--- src/design/fsh_pkg.sv ---
// shared constants and types of the stream frame header parser
package fsh_pkg;

    localparam int POSITION_BITS   = 16;
    localparam int VARINT_BITS     = 62;
    localparam int END_OFFSET_BITS = 16;
    localparam int QUEUE_DEPTH     = 4;
    localparam int QPTR_BITS       = $clog2(QUEUE_DEPTH);
    localparam int QCNT_BITS       = $clog2(QUEUE_DEPTH + 1);

    localparam logic [VARINT_BITS-1:0] MAX_POS =
        (VARINT_BITS'(1) << POSITION_BITS) - VARINT_BITS'(1);

    typedef logic [1:0] kind_t;

    localparam kind_t KIND_HEADER  = 2'd0;
    localparam kind_t KIND_PAYLOAD = 2'd1;
    localparam kind_t KIND_DONE    = 2'd2;
    localparam kind_t KIND_ERROR   = 2'd3;

    // one queue entry describes the one or two results of a word
    typedef struct packed {
        logic                     two;
        kind_t                    kind0;
        kind_t                    kind1;
        logic [VARINT_BITS-1:0]   sid_value;
        logic [VARINT_BITS-1:0]   offset_value;
        logic [VARINT_BITS-1:0]   length_value;
        logic                     fin;
        logic [7:0]               payload_byte;
        logic [POSITION_BITS-1:0] end_pos;
    } fsh_entry_t;

    typedef struct packed {
        logic       push;
        fsh_entry_t entry;
    } fsh_push_t;

    typedef struct packed {
        logic full;
        logic empty;
    } fsh_qstat_t;

endpackage

--- src/design/fsh_front.sv ---
// front end: takes words, walks the header and payload, queues result entries
module fsh_front import fsh_pkg::*; (
    input  logic       aclk,
    input  logic       aresetn,
    input  logic       s_valid,
    output logic       s_ready,
    input  logic [7:0] s_data_byte,
    input  logic       s_last_of_buffer,
    input  fsh_qstat_t qstat,
    output fsh_push_t  qpush
);

    localparam logic [2:0] PH_TYPE    = 3'd0;
    localparam logic [2:0] PH_SID     = 3'd1;
    localparam logic [2:0] PH_OFF     = 3'd2;
    localparam logic [2:0] PH_LEN     = 3'd3;
    localparam logic [2:0] PH_PAYLOAD = 3'd4;
    localparam logic [2:0] PH_DRAIN   = 3'd5;

    logic [2:0]               phase_reg, phase_next;
    logic [VARINT_BITS-1:0]   acc_reg, acc_next;
    logic [2:0]               left_reg, left_next;
    logic [VARINT_BITS-1:0]   sid_reg, sid_next;
    logic [VARINT_BITS-1:0]   off_reg, off_next;
    logic                     fin_reg, fin_next;
    logic                     offp_reg, offp_next;
    logic [POSITION_BITS-1:0] pos_reg, pos_next;
    logic [POSITION_BITS-1:0] pl_reg, pl_next;

    logic                     accept;
    logic [VARINT_BITS-1:0]   acc_feed;
    logic [2:0]               left_feed;
    logic                     feed_done;
    logic [POSITION_BITS-1:0] pos_inc;
    logic [VARINT_BITS-1:0]   limit;
    logic                     too_long;
    logic [1:0]               cnt;
    kind_t                    kind0, kind1;

    assign s_ready = !qstat.full;
    assign accept  = s_valid && s_ready;
    assign pos_inc = pos_reg + POSITION_BITS'(1);
    assign limit   = MAX_POS - VARINT_BITS'(pos_inc);

    // varint byte step
    always_comb begin
        if (left_reg == 3'd0) begin
            acc_feed = VARINT_BITS'(s_data_byte[5:0]);
            unique case (s_data_byte[7:6])
                2'd0: left_feed = 3'd0;
                2'd1: left_feed = 3'd1;
                2'd2: left_feed = 3'd3;
                2'd3: left_feed = 3'd7;
            endcase
        end else begin
            acc_feed  = {acc_reg[VARINT_BITS-9:0], s_data_byte};
            left_feed = left_reg - 3'd1;
        end
    end

    assign feed_done = (left_feed == 3'd0);
    assign too_long  = acc_feed > limit;

    always_comb begin
        phase_next = phase_reg;
        acc_next   = acc_reg;
        left_next  = left_reg;
        sid_next   = sid_reg;
        off_next   = off_reg;
        fin_next   = fin_reg;
        offp_next  = offp_reg;
        pos_next   = pos_reg;
        pl_next    = pl_reg;
        cnt        = 2'd0;
        kind0      = KIND_ERROR;
        kind1      = KIND_ERROR;

        unique case (phase_reg)
            PH_TYPE: begin
                fin_next   = s_data_byte[0];
                offp_next  = s_data_byte[2];
                pos_next   = POSITION_BITS'(1);
                acc_next   = '0;
                left_next  = 3'd0;
                sid_next   = '0;
                off_next   = '0;
                pl_next    = '0;
                phase_next = PH_SID;
            end
            PH_SID, PH_OFF, PH_LEN: begin
                pos_next  = pos_inc;
                acc_next  = acc_feed;
                left_next = left_feed;
                if (feed_done) begin
                    if (phase_reg == PH_SID) begin
                        sid_next   = acc_feed;
                        phase_next = offp_reg ? PH_OFF : PH_LEN;
                    end else if (phase_reg == PH_OFF) begin
                        off_next   = acc_feed;
                        phase_next = PH_LEN;
                    end else if (too_long) begin
                        kind0      = KIND_ERROR;
                        cnt        = 2'd1;
                        phase_next = PH_DRAIN;
                    end else begin
                        kind0   = KIND_HEADER;
                        pl_next = acc_feed[POSITION_BITS-1:0];
                        if (acc_feed == '0) begin
                            kind1      = KIND_DONE;
                            cnt        = 2'd2;
                            phase_next = PH_DRAIN;
                        end else begin
                            cnt        = 2'd1;
                            phase_next = PH_PAYLOAD;
                        end
                    end
                end
            end
            PH_PAYLOAD: begin
                pos_next = pos_inc;
                pl_next  = pl_reg - POSITION_BITS'(1);
                kind0    = KIND_PAYLOAD;
                if (pl_reg == POSITION_BITS'(1)) begin
                    kind1      = KIND_DONE;
                    cnt        = 2'd2;
                    phase_next = PH_DRAIN;
                end else begin
                    cnt = 2'd1;
                end
            end
            default: begin
                phase_next = PH_DRAIN;
            end
        endcase

        if (s_last_of_buffer) begin
            // buffer ended with the frame unfinished
            if (phase_next != PH_DRAIN && cnt != 2'd2) begin
                if (cnt == 2'd0) begin
                    kind0 = KIND_ERROR;
                    cnt   = 2'd1;
                end else begin
                    kind1 = KIND_ERROR;
                    cnt   = 2'd2;
                end
            end
            phase_next = PH_TYPE;
            acc_next   = '0;
            left_next  = 3'd0;
            sid_next   = '0;
            off_next   = '0;
            fin_next   = 1'b0;
            offp_next  = 1'b0;
            pos_next   = '0;
            pl_next    = '0;
        end
    end

    always_comb begin
        qpush.push               = accept && (cnt != 2'd0);
        qpush.entry.two          = (cnt == 2'd2);
        qpush.entry.kind0        = kind0;
        qpush.entry.kind1        = kind1;
        qpush.entry.sid_value    = sid_reg;
        qpush.entry.offset_value = off_reg;
        qpush.entry.length_value = acc_feed;
        qpush.entry.fin          = fin_reg;
        qpush.entry.payload_byte = s_data_byte;
        qpush.entry.end_pos      = pos_inc;
    end

    always_ff @(posedge aclk) begin
        if (!aresetn) begin
            phase_reg <= PH_TYPE;
            acc_reg   <= '0;
            left_reg  <= 3'd0;
            sid_reg   <= '0;
            off_reg   <= '0;
            fin_reg   <= 1'b0;
            offp_reg  <= 1'b0;
            pos_reg   <= '0;
            pl_reg    <= '0;
        end else if (accept) begin
            phase_reg <= phase_next;
            acc_reg   <= acc_next;
            left_reg  <= left_next;
            sid_reg   <= sid_next;
            off_reg   <= off_next;
            fin_reg   <= fin_next;
            offp_reg  <= offp_next;
            pos_reg   <= pos_next;
            pl_reg    <= pl_next;
        end
    end

endmodule

--- src/design/fsh_queue.sv ---
// short register queue of result entries between front and back
module fsh_queue import fsh_pkg::*; (
    input  logic       aclk,
    input  logic       aresetn,
    input  fsh_push_t  qpush,
    input  logic       pop,
    output fsh_entry_t head,
    output fsh_qstat_t qstat
);

    fsh_entry_t           slot_reg [QUEUE_DEPTH];
    logic [QPTR_BITS-1:0] wr_ptr_reg, wr_ptr_next;
    logic [QPTR_BITS-1:0] rd_ptr_reg, rd_ptr_next;
    logic [QCNT_BITS-1:0] count_reg, count_next;

    assign head        = slot_reg[rd_ptr_reg];
    assign qstat.full  = (count_reg == QCNT_BITS'(QUEUE_DEPTH));
    assign qstat.empty = (count_reg == '0);

    always_comb begin
        wr_ptr_next = wr_ptr_reg;
        rd_ptr_next = rd_ptr_reg;
        if (qpush.push) begin
            wr_ptr_next = (wr_ptr_reg == QPTR_BITS'(QUEUE_DEPTH - 1)) ? '0
                        : wr_ptr_reg + QPTR_BITS'(1);
        end
        if (pop) begin
            rd_ptr_next = (rd_ptr_reg == QPTR_BITS'(QUEUE_DEPTH - 1)) ? '0
                        : rd_ptr_reg + QPTR_BITS'(1);
        end
        priority if (qpush.push && !pop) begin
            count_next = count_reg + QCNT_BITS'(1);
        end else if (pop && !qpush.push) begin
            count_next = count_reg - QCNT_BITS'(1);
        end else begin
            count_next = count_reg;
        end
    end

    always_ff @(posedge aclk) begin
        if (qpush.push) begin
            slot_reg[wr_ptr_reg] <= qpush.entry;
        end
    end

    always_ff @(posedge aclk) begin
        if (!aresetn) begin
            wr_ptr_reg <= '0;
            rd_ptr_reg <= '0;
            count_reg  <= '0;
        end else begin
            wr_ptr_reg <= wr_ptr_next;
            rd_ptr_reg <= rd_ptr_next;
            count_reg  <= count_next;
        end
    end

endmodule

--- src/design/fsh_back.sv ---
// back end: expands queued entries into result words in an output register
module fsh_back import fsh_pkg::*; (
    input  logic                       aclk,
    input  logic                       aresetn,
    input  fsh_entry_t                 head,
    input  fsh_qstat_t                 qstat,
    output logic                       pop,
    output logic                       m_valid,
    input  logic                       m_ready,
    output logic [1:0]                 m_kind,
    output logic [VARINT_BITS-1:0]     m_sid_value,
    output logic [VARINT_BITS-1:0]     m_offset_value,
    output logic [VARINT_BITS-1:0]     m_length_value,
    output logic                       m_fin,
    output logic [7:0]                 m_payload_byte,
    output logic [END_OFFSET_BITS-1:0] m_end_offset,
    output logic                       m_last_of_run
);

    logic                       valid_reg;
    logic                       idx_reg;
    kind_t                      kind_reg;
    logic [VARINT_BITS-1:0]     sid_reg;
    logic [VARINT_BITS-1:0]     off_reg;
    logic [VARINT_BITS-1:0]     len_reg;
    logic                       fin_reg;
    logic [7:0]                 pbyte_reg;
    logic [END_OFFSET_BITS-1:0] endoff_reg;
    logic                       last_reg;

    logic                       load;
    kind_t                      kind_sel;
    logic                       last_sel;
    logic [VARINT_BITS-1:0]     sid_sel, off_sel, len_sel;
    logic                       fin_sel;
    logic [7:0]                 pbyte_sel;
    logic [END_OFFSET_BITS-1:0] endoff_sel;

    assign load     = !qstat.empty && (!valid_reg || m_ready);
    assign kind_sel = idx_reg ? head.kind1 : head.kind0;
    assign last_sel = idx_reg || !head.two;
    assign pop      = load && last_sel;

    // fields that do not belong to the kind read as zero
    always_comb begin
        sid_sel    = '0;
        off_sel    = '0;
        len_sel    = '0;
        fin_sel    = 1'b0;
        pbyte_sel  = '0;
        endoff_sel = '0;
        if (!qstat.empty) begin
            unique case (kind_sel)
                KIND_HEADER: begin
                    sid_sel = head.sid_value;
                    off_sel = head.offset_value;
                    len_sel = head.length_value;
                    fin_sel = head.fin;
                end
                KIND_PAYLOAD: begin
                    pbyte_sel = head.payload_byte;
                end
                KIND_DONE: begin
                    endoff_sel = END_OFFSET_BITS'(head.end_pos);
                end
                KIND_ERROR: begin
                end
            endcase
        end
    end

    always_ff @(posedge aclk) begin
        if (!aresetn) begin
            valid_reg <= 1'b0;
            idx_reg   <= 1'b0;
        end else if (load) begin
            valid_reg <= 1'b1;
            idx_reg   <= !last_sel;
        end else if (m_ready) begin
            valid_reg <= 1'b0;
        end
    end

    always_ff @(posedge aclk) begin
        if (load) begin
            kind_reg   <= kind_sel;
            sid_reg    <= sid_sel;
            off_reg    <= off_sel;
            len_reg    <= len_sel;
            fin_reg    <= fin_sel;
            pbyte_reg  <= pbyte_sel;
            endoff_reg <= endoff_sel;
            last_reg   <= last_sel;
        end
    end

    assign m_valid        = valid_reg;
    assign m_kind         = kind_reg;
    assign m_sid_value    = sid_reg;
    assign m_offset_value = off_reg;
    assign m_length_value = len_reg;
    assign m_fin          = fin_reg;
    assign m_payload_byte = pbyte_reg;
    assign m_end_offset   = endoff_reg;
    assign m_last_of_run  = last_reg;

endmodule

--- src/design/stream_frame_header_parser_core.sv ---
// a word's results pass through a queue slot register, then the back-end output register
// one input word per cycle while s_ready, one result word per cycle while m_ready
// a word with two results holds the back end for both; the 4-entry queue absorbs this
// ready falls only while the result queue is full
// reset: synchronous active-low aresetn clears the parser state, the queue and the output
module stream_frame_header_parser_core import fsh_pkg::*; (
    input  logic                       aclk,
    input  logic                       aresetn,
    input  logic                       s_valid,
    output logic                       s_ready,
    input  logic [7:0]                 s_data_byte,
    input  logic                       s_last_of_buffer,
    output logic                       m_valid,
    input  logic                       m_ready,
    output logic [1:0]                 m_kind,
    output logic [VARINT_BITS-1:0]     m_sid_value,
    output logic [VARINT_BITS-1:0]     m_offset_value,
    output logic [VARINT_BITS-1:0]     m_length_value,
    output logic                       m_fin,
    output logic [7:0]                 m_payload_byte,
    output logic [END_OFFSET_BITS-1:0] m_end_offset,
    output logic                       m_last_of_run
);

    fsh_push_t  qpush;
    fsh_qstat_t qstat;
    fsh_entry_t head;
    logic       pop;

    fsh_front u_front (
        .aclk             (aclk),
        .aresetn          (aresetn),
        .s_valid          (s_valid),
        .s_ready          (s_ready),
        .s_data_byte      (s_data_byte),
        .s_last_of_buffer (s_last_of_buffer),
        .qstat            (qstat),
        .qpush            (qpush)
    );

    fsh_queue u_queue (
        .aclk    (aclk),
        .aresetn (aresetn),
        .qpush   (qpush),
        .pop     (pop),
        .head    (head),
        .qstat   (qstat)
    );

    fsh_back u_back (
        .aclk           (aclk),
        .aresetn        (aresetn),
        .head           (head),
        .qstat          (qstat),
        .pop            (pop),
        .m_valid        (m_valid),
        .m_ready        (m_ready),
        .m_kind         (m_kind),
        .m_sid_value    (m_sid_value),
        .m_offset_value (m_offset_value),
        .m_length_value (m_length_value),
        .m_fin          (m_fin),
        .m_payload_byte (m_payload_byte),
        .m_end_offset   (m_end_offset),
        .m_last_of_run  (m_last_of_run)
    );

endmodule

--- config.mk ---
export PLATFORM = sky130hd
export DESIGN_NAME = stream_frame_header_parser_core
export DESIGN_NICKNAME = d
export VERILOG_FILES = /design/src/design/fsh_pkg.sv /design/src/design/fsh_front.sv /design/src/design/fsh_queue.sv /design/src/design/fsh_back.sv /design/src/design/stream_frame_header_parser_core.sv
export SDC_FILE = /design/constraint.sdc
export NUM_CORES = 1
export LEC_CHECK = 0
export ABC_AREA = 0
export CORE_MARGIN = 8
export CORE_UTILIZATION = 55
export CTS_CLUSTER_DIAMETER = 30
export DETAILED_ROUTE_END_ITERATION = 6
export DONT_BUFFER_PORTS = 1
export PLACE_DENSITY_LB_ADDON = 0.12
export SLEW_MARGIN = 20
export SYNTH_ARGS = -nofsm -noshare
export SYNTH_HDL_FRONTEND = slang
export SYNTH_SLANG_ARGS = --single-unit
--- constraint.sdc ---
create_clock -name aclk -period 33 [get_ports aclk]
set_input_delay 1.65 -clock aclk [delete_from_list [all_inputs] [get_ports aclk]]
set_output_delay 1.65 -clock aclk [all_outputs]
set_load 0.05 [all_outputs]
Yosys cells after proc, flatten, opt, wreduce, memory -nomap -nowiden
Memories as Yosys holds them, arrays and structs flattened. A register that Yosys moved wholly into a read port is not among the register bits. Cells that the tools add are included.

$add $sub $neg: 8. $lt $le $gt $ge: 1. Eq/ne operators: 22. Mux-type cells: 76. Bitwise logic cells: 3. Reductions and logical operators: 42.

Operators by type and width (count): 62-bit 2-to-1 mux (8); 62-bit one-hot mux with 2 select lines (2); 54-bit one-hot mux with 2 select lines (1); 16-bit 2-to-1 mux (6); 62-bit greater-than comparator (1); 62-bit zero test (1); 2-bit 2-to-1 mux (28); 54-bit 2-to-1 mux (1); 16-bit one-hot mux with 3 select lines (1); 16-bit one-hot mux with 2 select lines (1); 3-bit 2-to-1 mux (10); 16-bit by 16-bit subtractor with 17-bit output (first input constant) (1); 16-bit by 1-bit adder with 16-bit output (second input constant) (1); 16-bit by 1-bit equality test with 1-bit output (second input constant) (1); 16-bit by 1-bit subtractor with 16-bit output (second input constant) (1); 2-bit equality test (second input constant) (6); 3-bit zero test (4); 1-bit 2-to-1 mux (12); 3-bit != test (second input constant) (4); 2-bit one-hot mux with 2 select lines (3); 3-bit one-hot mux with 4 select lines (1); 3-bit by 2-bit != test with 1-bit output (second input constant) (3); 3-bit one-hot mux with 3 select lines (1); 2-bit nonzero test (4); other kinds (23) (50).

Flip-flop bits (word level): 441. Bits in writable memories: 864. Output and inout port bits: 216. Word-level logic and storage cells: 175. Memories: 1.

Memories: u_queue.slot_reg (words 4, width 216, rd ports 1, clocked after Yosys merged registers in 1, wr ports 1, RTL line fsh_queue.sv:11) `fsh_entry_t slot_reg [QUEUE_DEPTH];`.

Longest topological paths before layout
Depth in word-level cells: 19. Gate-level depth with buffers: 16. Mapped depth without buffers: 14.

Modules after synthesis
Synthesis repeated with hierarchy kept, for this count alone.

Cells, all modules: 2962. Area total of the unflattened synthesis: 50365.8 µm².

By module, submodules not included: fsh_queue (instances 1, cells an instance 1172, area each 31605.3 µm², sequential area each 26125.1 µm²); fsh_front (instances 1, cells an instance 1320, area each 10627.7 µm², sequential area each 4364.2 µm²); fsh_back (instances 1, cells an instance 470, area each 8132.8 µm², sequential area each 6466.2 µm²).

Worst setup path after synthesis
OpenSTA, ideal clock, no wires.

Path kind: input-to-reg. Start point: in m_ready. End point: reg u_queue.count_reg[2]. Library setup time: 0.070 ns. Arrival: 14.077 ns. Data required time: 32.930 ns. Path slack: 18.853 ns. Stages: 10. Path through: inv_1 -> a21oi_1 -> and2_1 -> inv_1 -> ha_1 -> inv_1 -> fa_1 -> xor2_1 -> or3_1 -> a21oi_1.

Longest elaborated chain between the ends: 6. Elaborated cells on any way between the ends: 8. Those cells by class: mux: 1; reduce/logical: 7.

RTL lines: start: declaration (RTL line stream_frame_header_parser_core.sv:14) `input logic m_ready,`; 1-bit logical OR (*) (RTL line fsh_back.sv:39) `assign load = !qstat.empty && (!valid_reg || m_ready);`; 1-bit logical AND (*) (RTL line fsh_back.sv:39); via u_back.load (RTL line fsh_back.sv:31) `logic load;`; 1-bit logical AND (*) (RTL line fsh_back.sv:42) `assign pop = load && last_sel;`; 1-bit zero test (RTL line fsh_queue.sv:31) `priority if (qpush.push && !pop) begin`; 1-bit logical AND (RTL line fsh_queue.sv:31); 3-bit 2-to-1 mux or 2-bit nonzero test (tied branches); end signal: assignment (RTL line fsh_queue.sv:54) `count_reg <= count_next;`; end: declaration (RTL line fsh_queue.sv:14) `logic [QCNT_BITS-1:0] count_reg, count_next;`.

The timed path passes the listed nets; every way through them passes the cells marked *. A chain may end at the register's enable or synchronous reset.

==> results.ini <==
[clock_tree]
cts_buffers = 211
path_clk_slew_ns = 0.05
htree_num_levels = 4
post_cts_buffers = 0
clk_path_buf_depth = 3
cts-root-buf = clkbuf_16
cts_repair_resize_count = 0
clock_latency_ns = 0.78
holdBufCountCts = 0
clock_sinks = 1279
cts_tree = done

[cells_and_area]
multiInputGateArea_sq_um = 11500
post_route_cells_drive_above_1_share_pct = 20.4
final_util_pct = 65.5
seqCellArea_sq_um = 36100
largest_register_ffs = 836
area_delta_synth_final_pct = 17.9
fin_area_sq_um = 56900
n_fill_cell = 5902
nNetsFinal = 3013

[route]
firstDrtPassIters = 6
drc = 0
routedWlPerCell_microns = 25.8
vias = 25900
drt_iter0_drc = 2390
totalWireLength_microns = 111000
drtAntennaViolNets = 0
vias_per_cell = 5.99

[worst_setup_path]
crit_path_start_kind = flip-flop
reg2reg_from = u_front.left_reg[0]
cp_slowest_cell = buf_4
cp_common_cell = buf_4
crit_chain = inv_1 > ha_1 > nor2b_1 > nand2_1 > a21o_1 > a221oi_2 > and2_4 > buf_4 > buf_4
required_ns = 33.37
critPathKind = reg -> reg
worst-path-max-fanout = 70
arrival_ns = 5.37
critPathCaptureType = flip-flop
r2r_slack_ns = 28.00
r2r_end = u_queue.slot_reg[2][43]
r2r_cells = 9
slowest_delay_ns = 0.97

[floorplan]
rows = 108
core-area_sq_um = 86900
pin_count = 229
die_height_microns = 312
die_area_sq_um = 97600
start_util_pct = 55.6
fp.dieW_microns = 312

[logic_synthesis]
ys_ff_latch = 1279
ys_top_cells_by_area = edfxtp_1, mux4_2, dfxtp_1
synth_mux_area_share_pct = 9.90
synth-edff-count = 1050
ys_warn_count = 0
synth_top_cell_area_share_pct = 65.3
seq_area_frac_synth_pct = 74.7
ys_async_sr_fraction_pct = 0
synth.net_count = 2956
synth.distinct_cells = 70
synth_top_family_by_area = multiplexers
syn_area_sq_um = 48300
synth_compound_area_share_pct = 3.61
yosysTopAreaCell = edfxtp_1
avgSynthCellArea_sq_um = 16.6
synthSimpleGateAreaFrac_pct = 8.92
synth_flop_cell = edfxtp_1
synth.most_common_cell = edfxtp_1
synth_fa_ha_area_share_pct = 0.741
yosys-top-cells-count = edfxtp_1, dfxtp_1, a21oi_1
synth_xor_area_share_pct = 0.344
postSynthCellCount = 2915

[global_routing]
grt_usage_pct = 22.5
grt_max_degree = 155
grt_pass1_vias = 26700
grt.overflow.total = 0
grt_pass1_wl_microns = 168000
antenna_found_initial = 9

[timing]
fin_worst_skew_ns = 0.0429
clock.fmax_ghz = 0.200
post-route-period-util_pct = 15.2
setup_tns_ns = 0
finalMaxSlewViolations = 0
hold_violations = 0
min_period_ns = 5.00
setup_viol = 0
tightest_slew_ns = 1.24
slew_headroom_pct = 17.5
rsz0062_at_grt = no

[power_and_ir_drop]
swShare_pct = 32.2
ir_worst_vdd_mv = 0.162
p_clk_share_pct = 42.0
seq_power_share_pct = 47.4
power.density_nw_per_um2 = 94.3
p_int_w = 0.00364
leakage_nw = 19.2
p_comb_share_pct = 10.6
power.switching_w = 0.00173

[job]
cap_violations = 0

[place]
hpwlAfterDp_microns = 62600
place_area_sq_um = 49400
gp_congestion = 0.821
portBuffers = 0

[min_path]
hold_path_class = reg -> reg
whs_endpoint = u_front.left_reg[1]
holdPathStages = 2
hp-start = u_front.left_reg[1]

[status]
status = completed

## cells in the final DEF (no fill, tap or decap), types with 18 or more instances in the layout
cell type | synthesis | routed
and2_1 | 64 | 60
nor2_1 | 181 | 177
edfxtp_1 | 1050 | 1050
clkbuf_1 | 135 | 27
clkinvlp_4 | 0 | 27
a21oi_1 | 226 | 225
nand2_1 | 178 | 177
clkinv_2 | 0 | 28
nor3_1 | 19 | 19
buf_4 | 1 | 25
nand3_1 | 140 | 140
nor2b_1 | 18 | 18
clkbuf_16 | 0 | 211
ha_1 | 27 | 27
inv_6 | 0 | 30
and3_1 | 198 | 198
bufinv_16 | 0 | 30
mux4_2 | 209 | 209
dfxtp_1 | 229 | 227
o21ai_0 | 24 | 24
## worst max-delay path: cells and delay by family, from the launching register on
kind | cells | cell delay [ns]
AO/OA/AOI/OAI | 2 | 0.89
adder cells (fa/ha/maj) | 1 | 0.27
buffers and inverters | 3 | 1.90
flip-flops | 1 | 0.32
AND/OR/NAND/NOR | 3 | 1.02
## logic make-up after synthesis
logic type               Yosys count
multiplexers                     216
AND/OR/NAND/NOR                  854
AO/OA/AOI/OAI                    312
XOR/XNOR                          19
adder cells (fa/ha/maj)           28
flip-flops                      1279
buffers and inverters            207
## routing by layer
metal  track usage (%)  share of wire (%)  vias to the layer above
li1                  -                  -                    11500
met1              29.8                 41                    13200
met2              37.1                 50                      959
met3              4.77                6.4                      200
met4              7.84                2.7                        2
met5                 0              0.012                        -
## stage by stage
step	hold slack, ns	worst slack, ns	power [W]	std cells
2_1_floorplan	0.432	18.85	0.00301	2915
3_3_place_gp	0.450	27.33	0.00316	3912
3_5_place_dp	0.446	27.31	0.00317	3912
4_1_cts	0.453	28.02	0.00543	4314
5_1_grt	0.468	27.75	0.00555	4316
6_report	0.455	28.00	0.00537	4318
## cell type report
| cell class | instances | share of cell area (%) |
|---|---|---|
| multi-input cells | 1429 | 20.1 |
| clock inverters | 161 | 3.69 |
| repair buffers | 32 | 0.558 |
| diodes | 2 | 0.00879 |
| clock buffers | 241 | 9.52 |
| inverters | 19 | 0.138 |
| flip-flops and latches | 1279 | 63.4 |
| well taps | 1155 | 2.54 |
## power groups by stage
stage / logic, W / registers (W) / clock network [W]
2_1_floorplan: 0.000429 / 0.00258 / 0
3_3_place_gp: 0.000578 / 0.00258 / 0
3_5_place_dp: 0.000582 / 0.00258 / 0
4_1_cts: 0.000585 / 0.00256 / 0.00229
5_1_grt: 0.000613 / 0.00257 / 0.00237
6_report: 0.000570 / 0.00255 / 0.00226
## worst max path at each step
stage,startpoint,to,slack [ns],cells after the start
floorplan,m_ready,u_queue.count_reg[2],18.85,10
global placement,s_data_byte[7],u_queue.slot_reg[2][107],27.33,7
detailed placement,s_data_byte[7],u_queue.slot_reg[2][107],27.31,7
CTS,u_front.left_reg[0],u_queue.slot_reg[2][123],28.02,9
global route,u_front.left_reg[0],u_queue.slot_reg[2][43],27.75,9
finish,u_front.left_reg[0],u_queue.slot_reg[2][43],28.00,9
(Power assumes the default switching activity.)
